[src/sv/i2cm_pkg.sv]
// i2cm_pkg: shared types and constants of the i2c master byte engine
// no dependencies; imported by the top, i2cm_wait_timer and i2cm_ctrl

package i2cm_pkg;

  // command codes carried in the input item
  localparam logic [2:0] CMD_NONE  = 3'd0;
  localparam logic [2:0] CMD_START = 3'd1;
  localparam logic [2:0] CMD_STOP  = 3'd2;
  localparam logic [2:0] CMD_WRITE = 3'd3;
  localparam logic [2:0] CMD_READ  = 3'd4;

  // reset value of the half period register
  localparam logic [15:0] HALF_PERIOD_RST = 16'd500;

  // last data bit index within a byte, ack slot follows it
  localparam logic [3:0] LAST_DATA_BIT = 4'd7;
  localparam logic [3:0] ACK_BIT       = 4'd8;

  // bus phase sequencer states
  typedef enum logic [4:0] {
    PH_IDLE  = 5'd0,
    PH_ST_HI = 5'd1,
    PH_ST_D1 = 5'd2,
    PH_ST_D2 = 5'd3,
    PH_SP_D1 = 5'd4,
    PH_SP_HI = 5'd5,
    PH_SP_D2 = 5'd6,
    PH_SP_D3 = 5'd7,
    PH_WR_D1 = 5'd8,
    PH_WR_HI = 5'd9,
    PH_WR_D2 = 5'd10,
    PH_RD_D1 = 5'd11,
    PH_RD_HI = 5'd12,
    PH_RD_D2 = 5'd13
  } i2cm_phase_t;

  // sequencer to half period timer
  typedef struct packed {
    logic load;  // restart the half period wait
    logic step;  // one tick spent in a waiting phase
  } i2cm_wait_ctrl_t;

  // result of one tick
  typedef struct packed {
    logic [7:0] rx_byte;
    logic       slave_ack;
    logic       done_res;
    logic       busy_res;
    logic       sda_pull_low;
    logic       scl_pull_low;
  } i2cm_result_t;

  // sda pull for bit slot bit_idx of a byte command
  function automatic logic drive_bit(input logic       writing,
                                     input logic [3:0] bit_idx,
                                     input logic [7:0] data,
                                     input logic       ack);
    logic [2:0] sel;
    logic       res;
    sel = 3'(LAST_DATA_BIT - bit_idx);
    if (writing) begin
      res = (bit_idx < ACK_BIT) ? ~data[sel] : 1'b0;
    end else begin
      res = (bit_idx < ACK_BIT) ? 1'b0 : ack;
    end
    return res;
  endfunction

endpackage

[src/sv/i2c_master_byte_engine_top.sv]
// i2c_master_byte_engine_top: open-drain i2c master byte engine, top level
// depends on i2cm_pkg, i2cm_wait_timer and i2cm_ctrl
//
// Usage
//   in_*  : one item per bus timing tick, carrying the sampled scl and sda
//           levels and, while the engine is idle, a command (start, stop,
//           write byte, read byte with ack or nak). Commands seen while busy
//           or on the done tick are ignored.
//   out_* : exactly one result item per input item: the line pulls, busy,
//           a one-item done pulse, the slave ack of the last write and the
//           byte of the last read.
//   cfg_* : writes the half period in ticks; write only while idle.
// Latency and throughput
//   one item per clock cycle unless stalled; each result appears in the
//   cycle after acceptance, from the output register. The next state is
//   computed in one pass from the state registers and the accepted item.
// Reset and stall
//   rst_n (synchronous) releases both lines, returns to idle, clears the
//   held ack and byte and sets the half period to 500 ticks.
//   When out_tready is low a valid result is held and in_tready drops, so no
//   tick is taken until the result is consumed; bus timing counts items.

module i2c_master_byte_engine_top import i2cm_pkg::*; #(
  parameter int COUNT_WIDTH = 16
) (
  input  logic        clk,
  input  logic        rst_n,
  // command, tx_byte[10:3], send_ack[11], scl_line[12], sda_line[13], zeros
  input  logic [15:0] in_tdata,
  input  logic        in_tvalid,
  output logic        in_tready,
  // scl_pull_low, sda_pull_low[1], busy_res[2], done_res[3], slave_ack[4],
  // rx_byte[12:5], zeros
  output logic [15:0] out_tdata,
  output logic        out_tvalid,
  input  logic        out_tready,
  input  logic [15:0] cfg_data,
  input  logic        cfg_valid,
  output logic        cfg_ready
);

  logic            acc;
  logic [15:0]     half_period_r;
  i2cm_wait_ctrl_t wait_ctrl;
  logic            wait_over;
  i2cm_result_t    result;
  logic            out_tvalid_r;
  logic [15:0]     out_tdata_r;

  assign acc       = in_tvalid && in_tready;
  assign in_tready = !out_tvalid_r || out_tready;
  assign cfg_ready = 1'b1;

  // half period register
  always_ff @(posedge clk) begin
    if (!rst_n) begin
      half_period_r <= HALF_PERIOD_RST;
    end else if (cfg_valid && cfg_ready) begin
      half_period_r <= cfg_data;
    end
  end

  i2cm_wait_timer #(
    .COUNT_WIDTH (COUNT_WIDTH)
  ) u_timer (
    .clk         (clk),
    .rst_n       (rst_n),
    .ctrl        (wait_ctrl),
    .half_period (half_period_r),
    .over        (wait_over)
  );

  i2cm_ctrl u_ctrl (
    .clk       (clk),
    .rst_n     (rst_n),
    .acc       (acc),
    .command   (in_tdata[2:0]),
    .tx_byte   (in_tdata[10:3]),
    .send_ack  (in_tdata[11]),
    .scl_line  (in_tdata[12]),
    .sda_line  (in_tdata[13]),
    .wait_over (wait_over),
    .wait_ctrl (wait_ctrl),
    .result    (result)
  );

  // output valid
  always_ff @(posedge clk) begin
    if (!rst_n) begin
      out_tvalid_r <= 1'b0;
    end else if (acc) begin
      out_tvalid_r <= 1'b1;
    end else if (out_tready) begin
      out_tvalid_r <= 1'b0;
    end
  end

  // output payload
  always_ff @(posedge clk) begin
    if (acc) begin
      out_tdata_r <= {3'd0, result};
    end
  end

  assign out_tvalid = out_tvalid_r;
  assign out_tdata  = out_tdata_r;

endmodule

[src/sv/i2cm_wait_timer.sv]
// i2cm_wait_timer: half period down counter with counter range saturation
// depends on i2cm_pkg for the control struct

module i2cm_wait_timer import i2cm_pkg::*; #(
  parameter int COUNT_WIDTH = 16
) (
  input  logic            clk,
  input  logic            rst_n,
  input  i2cm_wait_ctrl_t ctrl,
  input  logic [15:0]     half_period,
  output logic            over
);

  localparam logic [32:0] CNT_MAX = (33'd1 << COUNT_WIDTH) - 33'd1;

  logic [COUNT_WIDTH-1:0] wait_count_r;
  logic [COUNT_WIDTH-1:0] wait_count_nxt;
  logic [15:0]            half_nz;
  logic [32:0]            half_ext;
  logic [COUNT_WIDTH-1:0] load_val;

  // zero acts as one tick, saturate to the counter range
  always_comb begin
    half_nz  = (half_period == 16'd0) ? 16'd1 : half_period;
    half_ext = {17'd0, half_nz};
    load_val = (half_ext > CNT_MAX) ? CNT_MAX[COUNT_WIDTH-1:0]
                                    : half_ext[COUNT_WIDTH-1:0];
  end

  // wait ends on the tick the count is one or less
  assign over = (wait_count_r[COUNT_WIDTH-1:1] == '0);

  // next count
  always_comb begin
    wait_count_nxt = wait_count_r;
    if (ctrl.load) begin
      wait_count_nxt = load_val;
    end else if (ctrl.step) begin
      wait_count_nxt = over ? '0 : wait_count_r - COUNT_WIDTH'(1);
    end
  end

  always_ff @(posedge clk) begin
    if (!rst_n) begin
      wait_count_r <= '0;
    end else begin
      wait_count_r <= wait_count_nxt;
    end
  end

endmodule

[src/sv/i2cm_ctrl.sv]
// i2cm_ctrl: bus phase sequencer, bit shifter and line drivers
// depends on i2cm_pkg; pairs with i2cm_wait_timer for the half period waits

module i2cm_ctrl import i2cm_pkg::*; (
  input  logic            clk,
  input  logic            rst_n,
  input  logic            acc,
  input  logic [2:0]      command,
  input  logic [7:0]      tx_byte,
  input  logic            send_ack,
  input  logic            scl_line,
  input  logic            sda_line,
  input  logic            wait_over,
  output i2cm_wait_ctrl_t wait_ctrl,
  output i2cm_result_t    result
);

  i2cm_phase_t phase_r, phase_nxt;
  logic [3:0]  bit_count_r, bit_count_nxt;
  logic [7:0]  shift_byte_r, shift_byte_nxt;
  logic        ack_to_send_r, ack_to_send_nxt;
  logic        scl_drive_r, scl_drive_nxt;
  logic        sda_drive_r, sda_drive_nxt;
  logic        ack_seen_r, ack_seen_nxt;
  logic [7:0]  rx_byte_r, rx_byte_nxt;
  logic        done;
  logic        writing;
  logic [3:0]  bit_inc;
  logic [7:0]  shift_in;

  assign writing  = (phase_r == PH_WR_D2);
  assign bit_inc  = bit_count_r + 4'd1;
  assign shift_in = {shift_byte_r[6:0], sda_line};

  // next state and outputs, state moves only on an accepted item
  always_comb begin
    phase_nxt       = phase_r;
    bit_count_nxt   = bit_count_r;
    shift_byte_nxt  = shift_byte_r;
    ack_to_send_nxt = ack_to_send_r;
    scl_drive_nxt   = scl_drive_r;
    sda_drive_nxt   = sda_drive_r;
    ack_seen_nxt    = ack_seen_r;
    rx_byte_nxt     = rx_byte_r;
    done            = 1'b0;
    wait_ctrl.load  = 1'b0;
    wait_ctrl.step  = 1'b0;
    if (acc) begin
      case (phase_r)
        PH_IDLE: begin
          case (command)
            CMD_START: begin
              sda_drive_nxt = 1'b0;
              scl_drive_nxt = 1'b0;
              phase_nxt     = PH_ST_HI;
            end
            CMD_STOP: begin
              sda_drive_nxt  = 1'b1;
              wait_ctrl.load = 1'b1;
              phase_nxt      = PH_SP_D1;
            end
            CMD_WRITE: begin
              shift_byte_nxt = tx_byte;
              bit_count_nxt  = 4'd0;
              sda_drive_nxt  = drive_bit(1'b1, 4'd0, tx_byte, ack_to_send_r);
              wait_ctrl.load = 1'b1;
              phase_nxt      = PH_WR_D1;
            end
            CMD_READ: begin
              ack_to_send_nxt = send_ack;
              shift_byte_nxt  = 8'd0;
              bit_count_nxt   = 4'd0;
              sda_drive_nxt   = drive_bit(1'b0, 4'd0, 8'd0, send_ack);
              wait_ctrl.load  = 1'b1;
              phase_nxt       = PH_RD_D1;
            end
            default: begin
            end
          endcase
        end
        // waits for scl released high (clock stretching)
        PH_ST_HI, PH_SP_HI, PH_WR_HI, PH_RD_HI: begin
          if (scl_line) begin
            wait_ctrl.load = 1'b1;
            case (phase_r)
              PH_ST_HI: phase_nxt = PH_ST_D1;
              PH_SP_HI: phase_nxt = PH_SP_D2;
              PH_WR_HI: phase_nxt = PH_WR_D2;
              default:  phase_nxt = PH_RD_D2;
            endcase
          end
        end
        PH_ST_D1: begin
          wait_ctrl.step = 1'b1;
          if (wait_over) begin
            sda_drive_nxt  = 1'b1;
            wait_ctrl.load = 1'b1;
            phase_nxt      = PH_ST_D2;
          end
        end
        PH_ST_D2: begin
          wait_ctrl.step = 1'b1;
          if (wait_over) begin
            scl_drive_nxt = 1'b1;
            phase_nxt     = PH_IDLE;
            done          = 1'b1;
          end
        end
        PH_SP_D1: begin
          wait_ctrl.step = 1'b1;
          if (wait_over) begin
            scl_drive_nxt = 1'b0;
            phase_nxt     = PH_SP_HI;
          end
        end
        PH_SP_D2: begin
          wait_ctrl.step = 1'b1;
          if (wait_over) begin
            sda_drive_nxt  = 1'b0;
            wait_ctrl.load = 1'b1;
            phase_nxt      = PH_SP_D3;
          end
        end
        PH_SP_D3: begin
          wait_ctrl.step = 1'b1;
          if (wait_over) begin
            phase_nxt = PH_IDLE;
            done      = 1'b1;
          end
        end
        // release scl after the data setup half period
        PH_WR_D1, PH_RD_D1: begin
          wait_ctrl.step = 1'b1;
          if (wait_over) begin
            scl_drive_nxt = 1'b0;
            phase_nxt     = (phase_r == PH_WR_D1) ? PH_WR_HI : PH_RD_HI;
          end
        end
        // sample at the end of scl high, then pull scl low
        PH_WR_D2, PH_RD_D2: begin
          wait_ctrl.step = 1'b1;
          if (wait_over) begin
            if (writing) begin
              if (bit_count_r >= ACK_BIT) begin
                ack_seen_nxt = ~sda_line;
              end
            end else if (bit_count_r < ACK_BIT) begin
              shift_byte_nxt = shift_in;
              if (bit_count_r == LAST_DATA_BIT) begin
                rx_byte_nxt = shift_in;
              end
            end
            scl_drive_nxt = 1'b1;
            bit_count_nxt = bit_inc;
            if (bit_inc > ACK_BIT) begin
              phase_nxt = PH_IDLE;
              done      = 1'b1;
            end else begin
              sda_drive_nxt  = drive_bit(writing, bit_inc, shift_byte_r, ack_to_send_r);
              wait_ctrl.load = 1'b1;
              phase_nxt      = writing ? PH_WR_D1 : PH_RD_D1;
            end
          end
        end
        default: begin
          phase_nxt = PH_IDLE;
        end
      endcase
    end
  end

  // state registers
  always_ff @(posedge clk) begin
    if (!rst_n) begin
      phase_r       <= PH_IDLE;
      bit_count_r   <= 4'd0;
      shift_byte_r  <= 8'd0;
      ack_to_send_r <= 1'b0;
      scl_drive_r   <= 1'b0;
      sda_drive_r   <= 1'b0;
      ack_seen_r    <= 1'b0;
      rx_byte_r     <= 8'd0;
    end else begin
      phase_r       <= phase_nxt;
      bit_count_r   <= bit_count_nxt;
      shift_byte_r  <= shift_byte_nxt;
      ack_to_send_r <= ack_to_send_nxt;
      scl_drive_r   <= scl_drive_nxt;
      sda_drive_r   <= sda_drive_nxt;
      ack_seen_r    <= ack_seen_nxt;
      rx_byte_r     <= rx_byte_nxt;
    end
  end

  // post update values of this tick
  always_comb begin
    result.scl_pull_low = scl_drive_nxt;
    result.sda_pull_low = sda_drive_nxt;
    result.busy_res     = (phase_nxt != PH_IDLE);
    result.done_res     = done;
    result.slave_ack    = ack_seen_nxt;
    result.rx_byte      = rx_byte_nxt;
  end

endmodule

[config.mk]
export PLATFORM = sky130hd
export DESIGN_NAME = i2c_master_byte_engine_top
export DESIGN_NICKNAME = d
export VERILOG_FILES = /design/src/sv/i2cm_pkg.sv /design/src/sv/i2c_master_byte_engine_top.sv /design/src/sv/i2cm_wait_timer.sv /design/src/sv/i2cm_ctrl.sv
export SDC_FILE = /design/constraint.sdc
export NUM_CORES = 1
export LEC_CHECK = 0
export BUFFER_PORTS_ARGS = -buffer_cell sky130_fd_sc_hd__buf_2
export CAP_MARGIN = 20
export CELL_PAD_IN_SITES_DETAIL_PLACEMENT = 0
export CELL_PAD_IN_SITES_GLOBAL_PLACEMENT = 1
export CORE_ASPECT_RATIO = 0.6
export CORE_MARGIN = 10
export CORE_UTILIZATION = 48
export CTS_BUF_LIST = sky130_fd_sc_hd__clkbuf_2 sky130_fd_sc_hd__clkbuf_4 sky130_fd_sc_hd__clkbuf_8
export DETAILED_ROUTE_END_ITERATION = 8
export HOLD_SLACK_MARGIN = 0.08
export PLACE_DENSITY_LB_ADDON = 0.1
export RECOVER_POWER = 100
export SETUP_SLACK_MARGIN = 0.15
export SLEW_MARGIN = 5
export SYNTH_ARGS = -nofsm -noshare
export SYNTH_HDL_FRONTEND = slang
export SYNTH_SLANG_ARGS = --single-unit
[constraint.sdc]
create_clock -name clk -period 6.75 [get_ports clk]
set_input_delay 0.675 -clock clk [delete_from_list [all_inputs] [get_ports clk]]
set_output_delay 0.675 -clock clk [all_outputs]
set_load 0.01 [all_outputs]
# After elaboration in Yosys (flattened, before gate mapping)
# Cells that the tools add are included.
[totals]
regBits = 75
inputBits = 37
out_inout_bits = 19
wordCells = 137
[classes]
addsub = 3
n_lt_le_gt_ge = 5
n_eq_ne = 23
muxes = 67
bitwise_logic = 3
reduce_logical = 24
[op_table]
columns = ["cell", "count"]
rows = [
  ["two-way mux 8 bit", 9],
  ["two-way mux 16 bit", 4],
  ["two-way mux 5 bit", 9],
  ["one-hot mux 5 bit (8 select lines)", 1],
  ["one-hot mux 8 bit (2 select lines)", 2],
  ["equality test 5 x 4 -> 1 bit, second input constant", 6],
  ["two-way mux 1 bit", 28],
  ["equality test 5 x 3 -> 1 bit, second input constant", 4],
  ["one-hot mux 5 bit (4 select lines)", 1],
  ["zero test 16 bit", 1],
  ["subtractor 16 x 1 -> 16 bit, second input constant", 1],
  ["zero test 15 bit", 1],
  ["one-hot mux 4 bit (3 select lines)", 1],
  ["OR reduction 2 bit", 6],
  ["equality test 5 x 2 -> 1 bit, second input constant", 2],
  ["OR reduction 3 bit", 3],
  ["OR reduction 9 bit", 1],
  ["< comparator 4 bit, second input constant", 2],
  ["two-way mux 4 bit", 2],
  ["one-hot mux 1 bit (4 select lines)", 2],
  ["one-hot mux 4 bit (2 select lines)", 1],
  ["equality test 3 x 2 -> 1 bit, second input constant", 2],
  ["inequality test 2 bit, second input constant", 3],
  ["one-hot mux 1 bit (3 select lines)", 2],
  ["26 further kinds", 31],
]

# Longest topological paths before layout
# Gate-level depths: netlist (run 1).
[logic_depth]
ltp_word = 11
ltp_mapped = 9
ltp_nobuf = 8

# Modules after synthesis
# Synthesis (run 1) repeated with hierarchy kept, for this count alone.
[unflattened]
hier_cells = 499
hier_area_um2 = 4394.2
[modules_own_cells]
columns = ["mod", "n_inst", "cells_each", "area_each_um2"]
rows = [
  ["i2cm_ctrl", 1, 288, 2234.6],
  ["i2cm_wait_timer", 1, 136, 1086.0],
  ["i2c_master_byte_engine_top", 1, 75, 1073.5],
]

# Least setup slack after synthesis (run 1)
# No wires, ideal clock.
[synth_path]
kind = "reg-to-reg"
startpoint = "register u_ctrl.bit_count_r[0]"
endpoint = "register u_timer.wait_count_r[2]"
setup_time_ps = 120
arrival_time_ps = 2363
slack_ps = 4267
path_stages_with_launch = 10
path_buffers = 1
synth_period_minus_slack_ps = 2483
cell_sequence = "dfxtp_1 > inv_1 > ha_1 > nor2b_1 > o311ai_1 > a2111oi_2 > o311ai_1 > buf_2 > nor2_1 > o31a_1"
[synth_via]
elab_chain_cells = 7
elab_cells_between_ends = 8
[synth_rtl]
columns = ["element", "line", "rtl"]
rows = [
  ["from (decl)", "i2cm_ctrl.sv:19", "logic [3:0] bit_count_r, bit_count_nxt;"],
  ["from (signal assigned)", "i2cm_ctrl.sv:185", "bit_count_r <= bit_count_nxt;"],
  ["adder 4 x 1 -> 4 bit *", "i2cm_ctrl.sv:32", "assign bit_inc = bit_count_r + 4'd1;"],
  ["> comparator 4 bit *", "i2cm_ctrl.sv:155", "if (bit_inc > ACK_BIT) begin"],
  ["two-way mux 1 bit *", "i2cm_ctrl.sv:155", ""],
  ["two-way mux 1 bit *", "i2cm_ctrl.sv:142", "if (wait_over) begin"],
  ["one-hot mux 1 bit (4 select lines) *", "i2cm_ctrl.sv:49", "case (phase_r)"],
  ["two-way mux 2 bit *", "i2cm_ctrl.sv:48", "if (acc) begin"],
  ["two-way mux 16 bit / nonzero test 2 bit (equally long branches)", "n/a", ""],
  ["to (signal assigned)", "i2cm_wait_timer.sv:47", "wait_count_r <= wait_count_nxt;"],
  ["to (decl)", "i2cm_wait_timer.sv:16", "logic [COUNT_WIDTH-1:0] wait_count_r;"],
]
# Mark *: on every way between the ends. The rest lies on a longest branch, timed or not.
# A chain may end at the register's enable or synchronous reset.

# Worst setup path in the final report (run 1)
[layout_path]
startpoint = "register u_ctrl.phase_r[1]"
endpoint = "register u_ctrl.shift_byte_r[5]"
[layout_via]
elab_chain_cells = 4
elab_cells_between_ends = 11
[layout_rtl]
columns = ["element", "line", "rtl"]
rows = [
  ["from (decl)", "i2cm_ctrl.sv:18", "i2cm_phase_t phase_r, phase_nxt;"],
  ["from (signal assigned)", "i2cm_ctrl.sv:184", "phase_r <= phase_nxt;"],
  ["equality test 5 x 4 -> 1 bit, on equally long branches", "i2cm_ctrl.sv:49, i2cm_ctrl.sv:31", ""],
  ["OR reduction 2 bit", "i2cm_ctrl.sv:49", ""],
  ["inequality test 2 bit (no line) (tied with other cells)", "n/a", ""],
  ["AND reduction 6 bit (no line)", "n/a", ""],
  ["to (signal assigned)", "i2cm_ctrl.sv:186", "shift_byte_r <= shift_byte_nxt;"],
  ["to (decl)", "i2cm_ctrl.sv:20", "logic [7:0] shift_byte_r, shift_byte_nxt;"],
]
# Several ways; a longest one is shown, not always the timed one.

==> results by group, run 1 <==
Cells and area
  • Share of layout cells above drive strength 1: 15.4%
  • Commonest non-fill, non-tap cell in the layout: dfxtp_1
  • Ant diodes: 0
  • Nets: 553
  • Fill count: 825
  • Area delta synth->final: 10.7%
  • Multi-input logic area: 2430 µm²
  • Commonest non-fill, non-tap cells in the layout: dfxtp_1 (62), nor2_1 (46), nand2_1 (41)
  • Register area: 1630 µm²

Synth
  • Syn Area/Cell: 8.91 µm²
  • YS warnings: 0
  • Main synth FF type: dfxtp_1
  • Area leader, netlist: dfxtp_1
  • Cell area after synthesis: 4300 µm²
  • Synthesized flop and latch total: 75
  • Distinct cells, synth: 72
  • Synth Instances: 482
  • Register area share after synthesis: 38.0%
  • Fraction of registers with async set/reset: 0%
  • Number of enable flip-flop cells after synthesis: 13
  • Ranking of synthesized cells by area: dfxtp_1 (29%), edfxtp_1 (9.1%), mux2i_1 (4.4%)
  • Yosys top cell area share: 28.9%

Routing
  • Number of remaining DRC errors: 0
  • Vias per cell: 5.95
  • Number of vias in the routed layout: 3751
  • Wirelength per Cell: 18.6 µm
  • ANT nets after route: 0
  • Initial DRC count: 357
  • 1st-pass router iterations: 4
  • Wirelength, routed: 11.7 mm

Hold path
  • Hold crit path type: reg -> reg

Global routing
  • Number of antenna violations at the first check in global routing: 0
  • Global-route wire length before repair: 18.9 mm
  • GRT Total Usage: 17.5%
  • Met3 Use GR: 4.90%
  • GRT Residual Overflow: 0
  • Vias in the first global route: 3554
  • Met1 usage: 26.5%
  • Largest net degree at the start of global routing: 32
  • Met2 GRT Util: 23.0%
  • Gr busiest metal: met1

Clock network
  • Worst-Skew Late Latency: 0.37 ns
  • Clock transition at path regs: 0.09 ns
  • CTS Sinks: 75
  • Number of buffers created by CTS: 9
  • TritonCTS clock tree: built
  • Setup bufs post-CTS: 0
  • Post-CTS sizing: 0
  • H-Tree Depth: 3
  • Clk buf depth: 2
  • Hold Buf Count CTS: 0
  • Root Driver: clkbuf_8

Placed design
  • Final Wtd Congestion: 0.859
  • Hpwl dp: 8.37 mm
  • Port Buffers: 49
  • DP Worst Slack: 3.16 ns

Critical path
  • Crit Path Class: reg -> reg
  • Critical Path Sink Type: register
  • Worst EP required: 7.01 ns
  • Crit-path max FO: 25
  • CP Data Arrival Time: 4.92 ns
  • Nature of the critical path startpoint: register
  • Reg2Reg Setup Slack: 2.09 ns

Die
  • Core box area: 8620 µm²
  • Die height: 93.3 µm
  • Rows: 26
  • Initial core utilization: 49.8%
  • Die area: 13300 µm²
  • Chip width: 142 µm
  • I/O pin count: 56

Job
  • Maxcap violations: 3

Pwr
  • PD cells: 324 nW/µm²
  • Peak supply drop: 0.000158 V
  • Leak: 1.81 nW

Timing
  • Final setup violation count: 0
  • Setup TNS: 0 ns
  • Fin. max-slew vios: 58
  • RSZ-0062 raised after global routing: false
  • Final period util: 69.1%
  • Worst slew pin tran: 2.36 ns
  • FMAX: 215 MHz
  • Final worst slack: 2.09 ns
  • Period minus WS final: 4.66 ns
  • Max transition margin: -59.1%
  • Setup Skew: 0.0120 ns
  • Final hold violations: 0

Run status
  • Failing checks: capacitance limit, slew limit
  • Status: complete, but fails checks
## metal layers
metal	up-vias	share of wire (%)
met5	-	0
met4	0	0.98
li1	1826	-
met1	1804	53
met3	10	6.4
met2	111	39
## metrics by stage
stage                     cells  hold slack [ns]  util [%]  cell area, µm²  power (mW)
final                       630            0.502      55.2            4760        1.54
after global routing        630            0.521      55.2            4760        1.63
after CTS                   630            0.506      56.1            4840        1.56
after detailed placement    614            0.486      53.3            4590        1.13
after global placement      614            0.481      53.3            4590        1.12
after floorplan             484            0.456         -            4300       0.985
## cells in the mapped netlist, types with 3 or more instances
| master | instances |
|---|---|
| o21bai_1 | 3 |
| o21a_1 | 3 |
| o311ai_1 | 3 |
| o21ai_0 | 11 |
| nand3b_1 | 6 |
| a22oi_1 | 12 |
| nor2b_1 | 5 |
| nand2b_1 | 14 |
| nor3_1 | 12 |
| nand2_1 | 41 |
| dfxtp_1 | 62 |
| and3_1 | 6 |
| inv_1 | 13 |
| clkbuf_1 | 26 |
| nand4b_1 | 3 |
| mux2_4 | 8 |
| a211oi_2 | 9 |
| or3_1 | 4 |
| xor2_1 | 7 |
| buf_2 | 3 |
| a211oi_1 | 10 |
| nor2_1 | 45 |
| and2_1 | 16 |
| a31oi_1 | 5 |
| ha_1 | 3 |
| mux2i_1 | 19 |
| o211ai_1 | 6 |
| edfxtp_1 | 13 |
| nor4_1 | 8 |
| o22ai_1 | 3 |
| xnor2_1 | 8 |
| nand3_1 | 16 |
| a21oi_1 | 17 |
| a311oi_1 | 9 |
| buf_4 | 4 |
## cell type report
| cell class | count | area share [%] |
|---|---|---|
| Tap cell | 112 | 2.95 |
| Inverter | 13 | 1.03 |
| Sequential cell | 75 | 34.3 |
| Clock buffer | 9 | 2.60 |
| Timing Repair Buffer | 55 | 5.52 |
| Clock inverter | 7 | 2.60 |
| Multi-Input combinational cell | 359 | 51.0 |
## flip-flops by register name, summed over array words and instances, names as in the netlist
register and cells:
u_ctrl.sda_drive_r 1, u_ctrl.scl_drive_r 1, u_ctrl.bit_count_r 4, u_ctrl.phase_r 5, half_period_r 16, u_ctrl.ack_to_send_r 1
u_ctrl.ack_seen_r 1, u_ctrl.shift_byte_r 8, out_tvalid 1, u_timer.wait_count_r 16, u_ctrl.rx_byte_r 8, out_tdata 13
## final timing paths
check	startpoint	endpoint	cells past startpoint
setup / recovery	u_ctrl.phase_r[1]	u_ctrl.shift_byte_r[5]	6
hold / removal	half_period_r[0]	half_period_r[0]	2
setup reg to reg	u_ctrl.phase_r[1]	u_ctrl.shift_byte_r[5]	6
hold reg to reg	half_period_r[0]	half_period_r[0]	2
## logic make-up after synthesis
group           count (synthesis)  share of synthesized area (%)
simple gates                  193                           24.3
compound gates                115                           20.4
flops                          75                           38.0
buf+inv                        50                           5.01
mux                            29                           8.27
xor+xnor                       15                           3.06
fa+ha+maj                       3                          0.874
other cells                     2                          0.175
## worst max-delay path: stages (launching register included)
cell	delay, ns
dfxtp_1	0.82
or3b_2	0.53
a21oi_1	1.06
a32oi_1	0.41
nor3_1	1.34
nor2_1	0.07
a311oi_1	0.33
## power by group
part           switching (mW)  internal, mW
registers              0.0625         0.498
clock network           0.185         0.249
logic                   0.338         0.210
total                   0.586         0.957
Note: power is estimated with default switching activity, not from simulation.
==> run 2, diff against run 1 <==
CORE_UTILIZATION = 46   (was 48)
clock period = 4.7 ns   (was 6.75 ns; I/O delays follow)
==> run 2 against run 1 <==
Compared with the run above:
- sequential cell count unchanged
- sequential share of layout area grew 0.081 points
- clock power up 9.2%
- global-route usage decreased by 0.36 points
- largest cell class unchanged
- clock skew decreased by 0.0038 ns
- the run still ends with capacitance limit, slew limit left
- critical path type unchanged
==> results by group, run 2 (synthesis results as in run 1) <==
Clock network
  • TritonCTS clock tree: built
  • Number of buffers created by CTS: 9 (unchanged)
  • Clk buf depth: 2 (unchanged)
  • Hold Buf Count CTS: 0 (unchanged)
  • Worst-Skew Late Latency: 0.36 ns (about the same)
  • Post-CTS sizing: 0 (unchanged)
  • Setup bufs post-CTS: 0 (unchanged)
  • Root Driver: clkbuf_8
  • CTS Sinks: 75 (unchanged)
  • H-Tree Depth: 3 (unchanged)
  • Clock transition at path regs: 0.09 ns (about the same)

Routing
  • Number of remaining DRC errors: 0 (unchanged)
  • Vias per cell: 5.91 (-0.78%)
  • 1st-pass router iterations: 5 (+1)
  • Initial DRC count: 355 (-0.56%)
  • Wirelength, routed: 11.6 mm (-0.34%)
  • ANT nets after route: 0 (unchanged)
  • Wirelength per Cell: 18.2 µm (-1.7%)
  • Number of vias in the routed layout: 3775 (+0.64%)

Placed design
  • Final Wtd Congestion: 0.854 (-0.59%)
  • DP Worst Slack: 1.78 ns (-1.38 ns)
  • Port Buffers: 49 (unchanged)
  • Hpwl dp: 8.34 mm (-0.30%)

Cells and area
  • Share of layout cells above drive strength 1: 16.4% (+1.0 points)
  • Ant diodes: 0 (unchanged)
  • Commonest non-fill, non-tap cells in the layout: dfxtp_1 (62), nor2_1 (46), nand2_1 (42)
  • Nets: 558 (+0.90%)
  • Area delta synth->final: 10.5%
  • Fill count: 879 (+6.5%)
  • Commonest non-fill, non-tap cell in the layout: dfxtp_1

Timing
  • Max transition margin: -2.19% (+57 points)
  • Final hold violations: 0 (unchanged)
  • Final worst slack: 1.16 ns (-0.927 ns)
  • Final period util: 75.3% (+6.2 points)
  • Period minus WS final: 3.54 ns (-1.12 ns)
  • Worst slew pin tran: 1.52 ns (-0.843 ns)
  • Final setup violation count: 0 (unchanged)
  • Setup Skew: 0.00820 ns (-0.00379 ns)
  • FMAX: 283 MHz (+32%)
  • Fin. max-slew vios: 17 (-71%)
  • Setup TNS: 0 ns (unchanged)
  • RSZ-0062 raised after global routing: false

Pwr
  • Leak: 1.80 nW (-0.82%)
  • Peak supply drop: 0.000177 V (+12%)
  • PD cells: 436 nW/µm² (+34%)

Critical path
  • Critical Path Sink Type: register
  • Worst EP required: 4.96 ns (-2.05 ns)
  • Worst path slowest cell: nor4_2
  • Crit Path Class: reg -> reg
  • Nature of the critical path startpoint: register
  • CP delay by family, top: simple AND/OR/NAND/NOR gates
  • Crit path largest cell delay: 1.19 ns (-0.15 ns)
  • CP Data Arrival Time: 3.80 ns (-1.12 ns)
  • CP bufs+invs: 0 (unchanged)
  • Crit-path max FO: 8 (-68%)
  • Crit-path cells: or4_1 -> nor3_4 -> nand2_1 -> nor4_2 -> mux2_1 -> and2_1

Die
  • I/O pin count: 56 (unchanged)
  • Die height: 94.9 µm (+1.7%)
  • Chip width: 145 µm (+1.9%)
  • Core box area: 9120 µm² (+5.8%)
  • Rows: 27 (+3.8%)
  • Die area: 13700 µm² (+3.6%)
  • Initial core utilization: 47.1% (-2.7 points)

Run status
  • Status: complete, but fails checks
  • Failing checks: capacitance limit, slew limit

Job
  • Maxcap violations: 1 (-2)

Global routing
  • Number of antenna violations at the first check in global routing: 0 (unchanged)
  • Largest net degree at the start of global routing: 32 (unchanged)
  • Vias in the first global route: 3505 (-1.4%)
  • Global-route wire length before repair: 18.6 mm (-1.4%)
  • GRT Total Usage: 17.1% (-0.36 points)
  • GRT Residual Overflow: 0 (unchanged)

Hold path
  • Hold crit path type: in -> reg
==> run 2: cell count changes in the layout (fill, tap and decap cells not counted), moves of 2 or more <==
cell	delta
and2_1	-3
mux2_1	+2
mux2_4	-2
bufinv_16	-3
and2_0	+3
buf_4	+5
==> run 2: worst reg2reg max path, delay by kind of cell, from the launching register on <==
family | cells | cell delay [ns]
multiplexers | 1 | 0.42
AND/OR/NAND/NOR | 5 | 2.66
flip-flops | 1 | 0.37
==> run 2: worst paths after layout <==
kind / startpoint / endpoint / slack (ns) / cells past startpoint
worst max-delay path: u_timer.wait_count_r[9] / u_ctrl.rx_byte_r[1] / 1.16 / 6
worst min-delay path: cfg_data[7] / half_period_r[7] / 0.32 / 3
worst max register to register: u_timer.wait_count_r[9] / u_ctrl.rx_byte_r[1] / 1.16 / 6
worst min register to register: u_ctrl.shift_byte_r[7] / u_ctrl.shift_byte_r[7] / 0.51 / 2
==> run 2: report_power, final <==
part | internal, mW | switching (mW)
combinational | 0.307 | 0.504
sequential | 0.715 | 0.0667
clock | 0.200 | 0.275
total | 1.22 | 0.846
==> run 2: metrics by stage <==
step | cell area, µm² | instances | hold WS [ns] | utilization (%) | power (mW)
floorplan | 4300 | 484 | 0.456 | - | 1.41
global placement | 4630 | 623 | 0.483 | 50.8 | 1.62
detailed placement | 4630 | 623 | 0.490 | 50.8 | 1.63
CTS | 4820 | 639 | 0.307 | 52.8 | 2.11
global route | 4750 | 639 | 0.315 | 52.0 | 2.20
finish | 4750 | 639 | 0.322 | 52.0 | 2.07
==> run 2: layout make-up <==
type,instances,area (µm²),area share [%]
multi-input cells,359,2440,51.4
flip-flops and latches,75,1630,34.4
repair buffers,60,300,6.33
well taps,116,145,3.06
clock buffers,9,124,2.61
clock inverters,7,58.8,1.24
inverters,13,48.8,1.03
==> run 2: routing by layer <==
layer	global-route usage, %	up-vias	wire, µm
met4	4.94	0	78
met3	5.01	9	874
li1	-	1848	-
met5	0	-	0
met1	26.1	1802	6220
met2	22.1	116	4470
==> run 3, diff against run 2 <==
ABC_AREA = 1   (was unset)
CORE_UTILIZATION = 39   (was 46)
clock period = 3.01 ns   (was 4.7 ns; I/O delays follow)
==> run 3 against run 2 <==
Compared with the run above:
- largest power group is now sequential cells
- die area is 14% higher
- fmax rose by 39%
- the run now ends clean
- synthesized cell count is 28% higher
- combinational power is 37% higher
- clock skew grew 0.0056 ns
==> results by group, run 3 <==
Die
  • Initial core utilization: 40.2% (-6.9 points)
  • Core box area: 10600 µm² (+17%)
  • Die height: 101 µm (+6.6%)
  • Die area: 15700 µm² (+14%)
  • Rows: 29 (+7.4%)
  • Chip width: 155 µm (+7.2%)
  • I/O pin count: 56 (unchanged)

Global routing
  • Global-route wire length before repair: 18.6 mm (about the same)
  • GRT Total Usage: 14.7% (-2.4 points)
  • GRT Residual Overflow: 0 (unchanged)
  • Largest net degree at the start of global routing: 39 (+22%)
  • Number of antenna violations at the first check in global routing: 0 (unchanged)
  • Vias in the first global route: 3519 (+0.40%)

Clock network
  • Number of buffers created by CTS: 9 (unchanged)
  • Root Driver: clkbuf_8
  • Setup bufs post-CTS: 0 (unchanged)
  • Worst-Skew Late Latency: 0.36 ns (about the same)
  • Hold Buf Count CTS: 0 (unchanged)
  • CTS Sinks: 75 (unchanged)
  • H-Tree Depth: 3 (unchanged)
  • TritonCTS clock tree: built
  • Clk buf depth: 2 (unchanged)
  • Clock transition at path regs: 0.08 ns (about the same)
  • Post-CTS sizing: 0 (unchanged)

Cells and area
  • Commonest non-fill, non-tap cells in the layout: nand2_1 (135), nor2_1 (89), nand3_1 (80)
  • Nets: 699 (+25%)
  • Ant diodes: 0 (unchanged)
  • Final core utilization: 44.8% (-7.3 points)
  • Area delta synth->final: 11.3%
  • Commonest non-fill, non-tap cell in the layout: nand2_1
  • Fin cells: 803 (+26%)
  • Share of layout cells above drive strength 1: 13.3% (-3.2 points)
  • Final Cell Area: 4760 µm² (+0.29%)

Pwr
  • Leak: 2.36 nW (+31%)
  • Peak supply drop: 0.000326 V (+84%)
  • PD cells: 680 nW/µm² (+56%)

Routing
  • Number of remaining DRC errors: 0 (unchanged)
  • 1st-pass router iterations: 5 (unchanged)
  • Wirelength per Cell: 14.4 µm (-21%)
  • Wirelength, routed: 11.6 mm (-0.78%)
  • ANT nets after route: 0 (unchanged)
  • Initial DRC count: 254 (-28%)
  • Number of vias in the routed layout: 3955 (+4.8%)
  • Vias per cell: 4.93 (-17%)

Critical path
  • CP Data Arrival Time: 2.67 ns (-1.13 ns)
  • CP startpoint: u_timer.wait_count_r[2]
  • Critical Path Sink Type: register
  • Worst R2R Start: u_timer.wait_count_r[2]
  • Crit Path Class: reg -> reg
  • Crit-path max FO: 16 (+8)
  • Worst EP required: 3.12 ns (-1.84 ns)
  • Nature of the critical path startpoint: register

Timing
  • Fin. max-slew vios: 0 (-17)
  • RSZ-0062 raised after global routing: false
  • Setup Skew: 0.0138 ns (+0.00556 ns)
  • Worst slew pin tran: 0.957 ns (-0.564 ns)
  • Period minus WS final: 2.55 ns (-0.985 ns)
  • Final setup violation count: 0 (unchanged)
  • Setup TNS: 0 ns (unchanged)
  • Max transition margin: 36.2% (+38 points)
  • Final hold violations: 0 (unchanged)
  • FMAX: 392 MHz (+39%)
  • Final period util: 84.8% (+9.5 points)

Synth
  • YS warnings: 0 (unchanged)
  • Synthesized flop and latch total: 75 (unchanged)
  • Syn Area/Cell: 6.93 µm² (-22%)
  • Cell area after synthesis: 4280 µm² (-0.44%)
  • Top-count cell post-synth: nand2_1
  • Commonest cells post-synth: nand2_1 (131), nor2_1 (89), nand3_1 (76)
  • Register area share after synthesis: 38.1% (+0.17 points)
  • Yosys top cell area share: 29.0% (+0.13 points)
  • Distinct cells, synth: 41 (-43%)
  • Fraction of registers with async set/reset: 0% (unchanged)
  • Main synth FF type: dfxtp_1
  • Synth Instances: 617 (+28%)
  • Area leader, netlist: dfxtp_1
  • Ranking of synthesized cells by area: dfxtp_1 (29%), nand2_1 (11%), edfxtp_1 (9.1%)
  • Number of enable flip-flop cells after synthesis: 13 (unchanged)

Run status
  • Status: finished clean

Placed design
  • Dpl cells: 787 (+26%)
  • Hpwl dp: 8.80 mm (+5.5%)
  • Port Buffers: 49 (unchanged)
  • Final Wtd Congestion: 0.895 (+4.8%)
  • Placed inst area: 4590 µm² (-0.84%)

Job
  • Maxcap violations: 0 (-1)

Hold path
  • Hold crit path type: in -> reg
  • Hold Startpoint: cfg_data[8]
run 3: cell types whose count changed after synthesis, moves of 9 or more:
cell | previous run | this run
a311oi_1 | 9 | 0
nand2b_1 | 14 | 0
clkbuf_1 | 26 | 9
o21ai_0 | 11 | 29
mux2i_1 | 19 | 0
nor2_1 | 45 | 89
inv_1 | 13 | 70
nand3_1 | 16 | 76
a22oi_1 | 12 | 0
nand2_1 | 41 | 131
and2_1 | 16 | 1
o21ai_1 | 0 | 9
run 3: cells by family after synthesis:
group / Yosys count / share of synthesized area (%)
fa+ha+maj: 3 / 0.878
compound gates: 79 / 11.3
xor+xnor: 11 / 2.25
simple gates: 344 / 36.9
other cells: 2 / 0.176
flops: 75 / 38.1
buf+inv: 103 / 10.3
run 3: path summary, 6_finish.rpt:
check,end,depth (start not counted),slack [ns]
worst min-delay path,half_period_r[8],3,0.16
worst max register to register,out_tdata[8],8,0.46
worst max-delay path,out_tdata[8],8,0.46
worst min register to register,u_ctrl.ack_to_send_r,2,0.47
run 3: worst max-delay path: stages (launching register included):
cell,delay (ns)
dfxtp_1,0.35
nor2_1,0.22
nand2_1,0.12
nor2_2,0.18
nand2_1,0.31
nor2_1,0.30
nand4_2,0.37
o21ai_0,0.37
inv_1,0.08
run 3: cell type report:
type                    count  area [µm²]
well taps                 139         174
multi-input cells         441        2170
fillers                  1129        5870
clock buffers              12         153
inverters                  78         293
repair buffers             54         260
clock inverters             4        76.3
flip-flops and latches     75        1630
run 3: power by group:
| group | internal (mW) | switching (mW) |
|---|---|---|
| combinational | 0.385 | 0.728 |
| clock | 0.510 | 0.390 |
| sequential | 1.13 | 0.0964 |
run 3: routing by layer:
metal / wire length, µm / track usage (%)
met1: 6460 / 22.7
met2: 4250 / 18.6
met3: 781 / 4.65
met4: 60 / 3.58
met5: 0 / 0
run 3: through the flow:
stage          hold slack, ns  setup slack [ns]  power, mW
2_1_floorplan           0.427              1.01       2.13
3_3_place_gp            0.457             0.539       2.37
3_5_place_dp            0.463             0.526       2.37
4_1_cts                 0.137             0.525       3.28
5_1_grt                 0.149             0.185       3.47
6_report                0.156             0.457       3.23
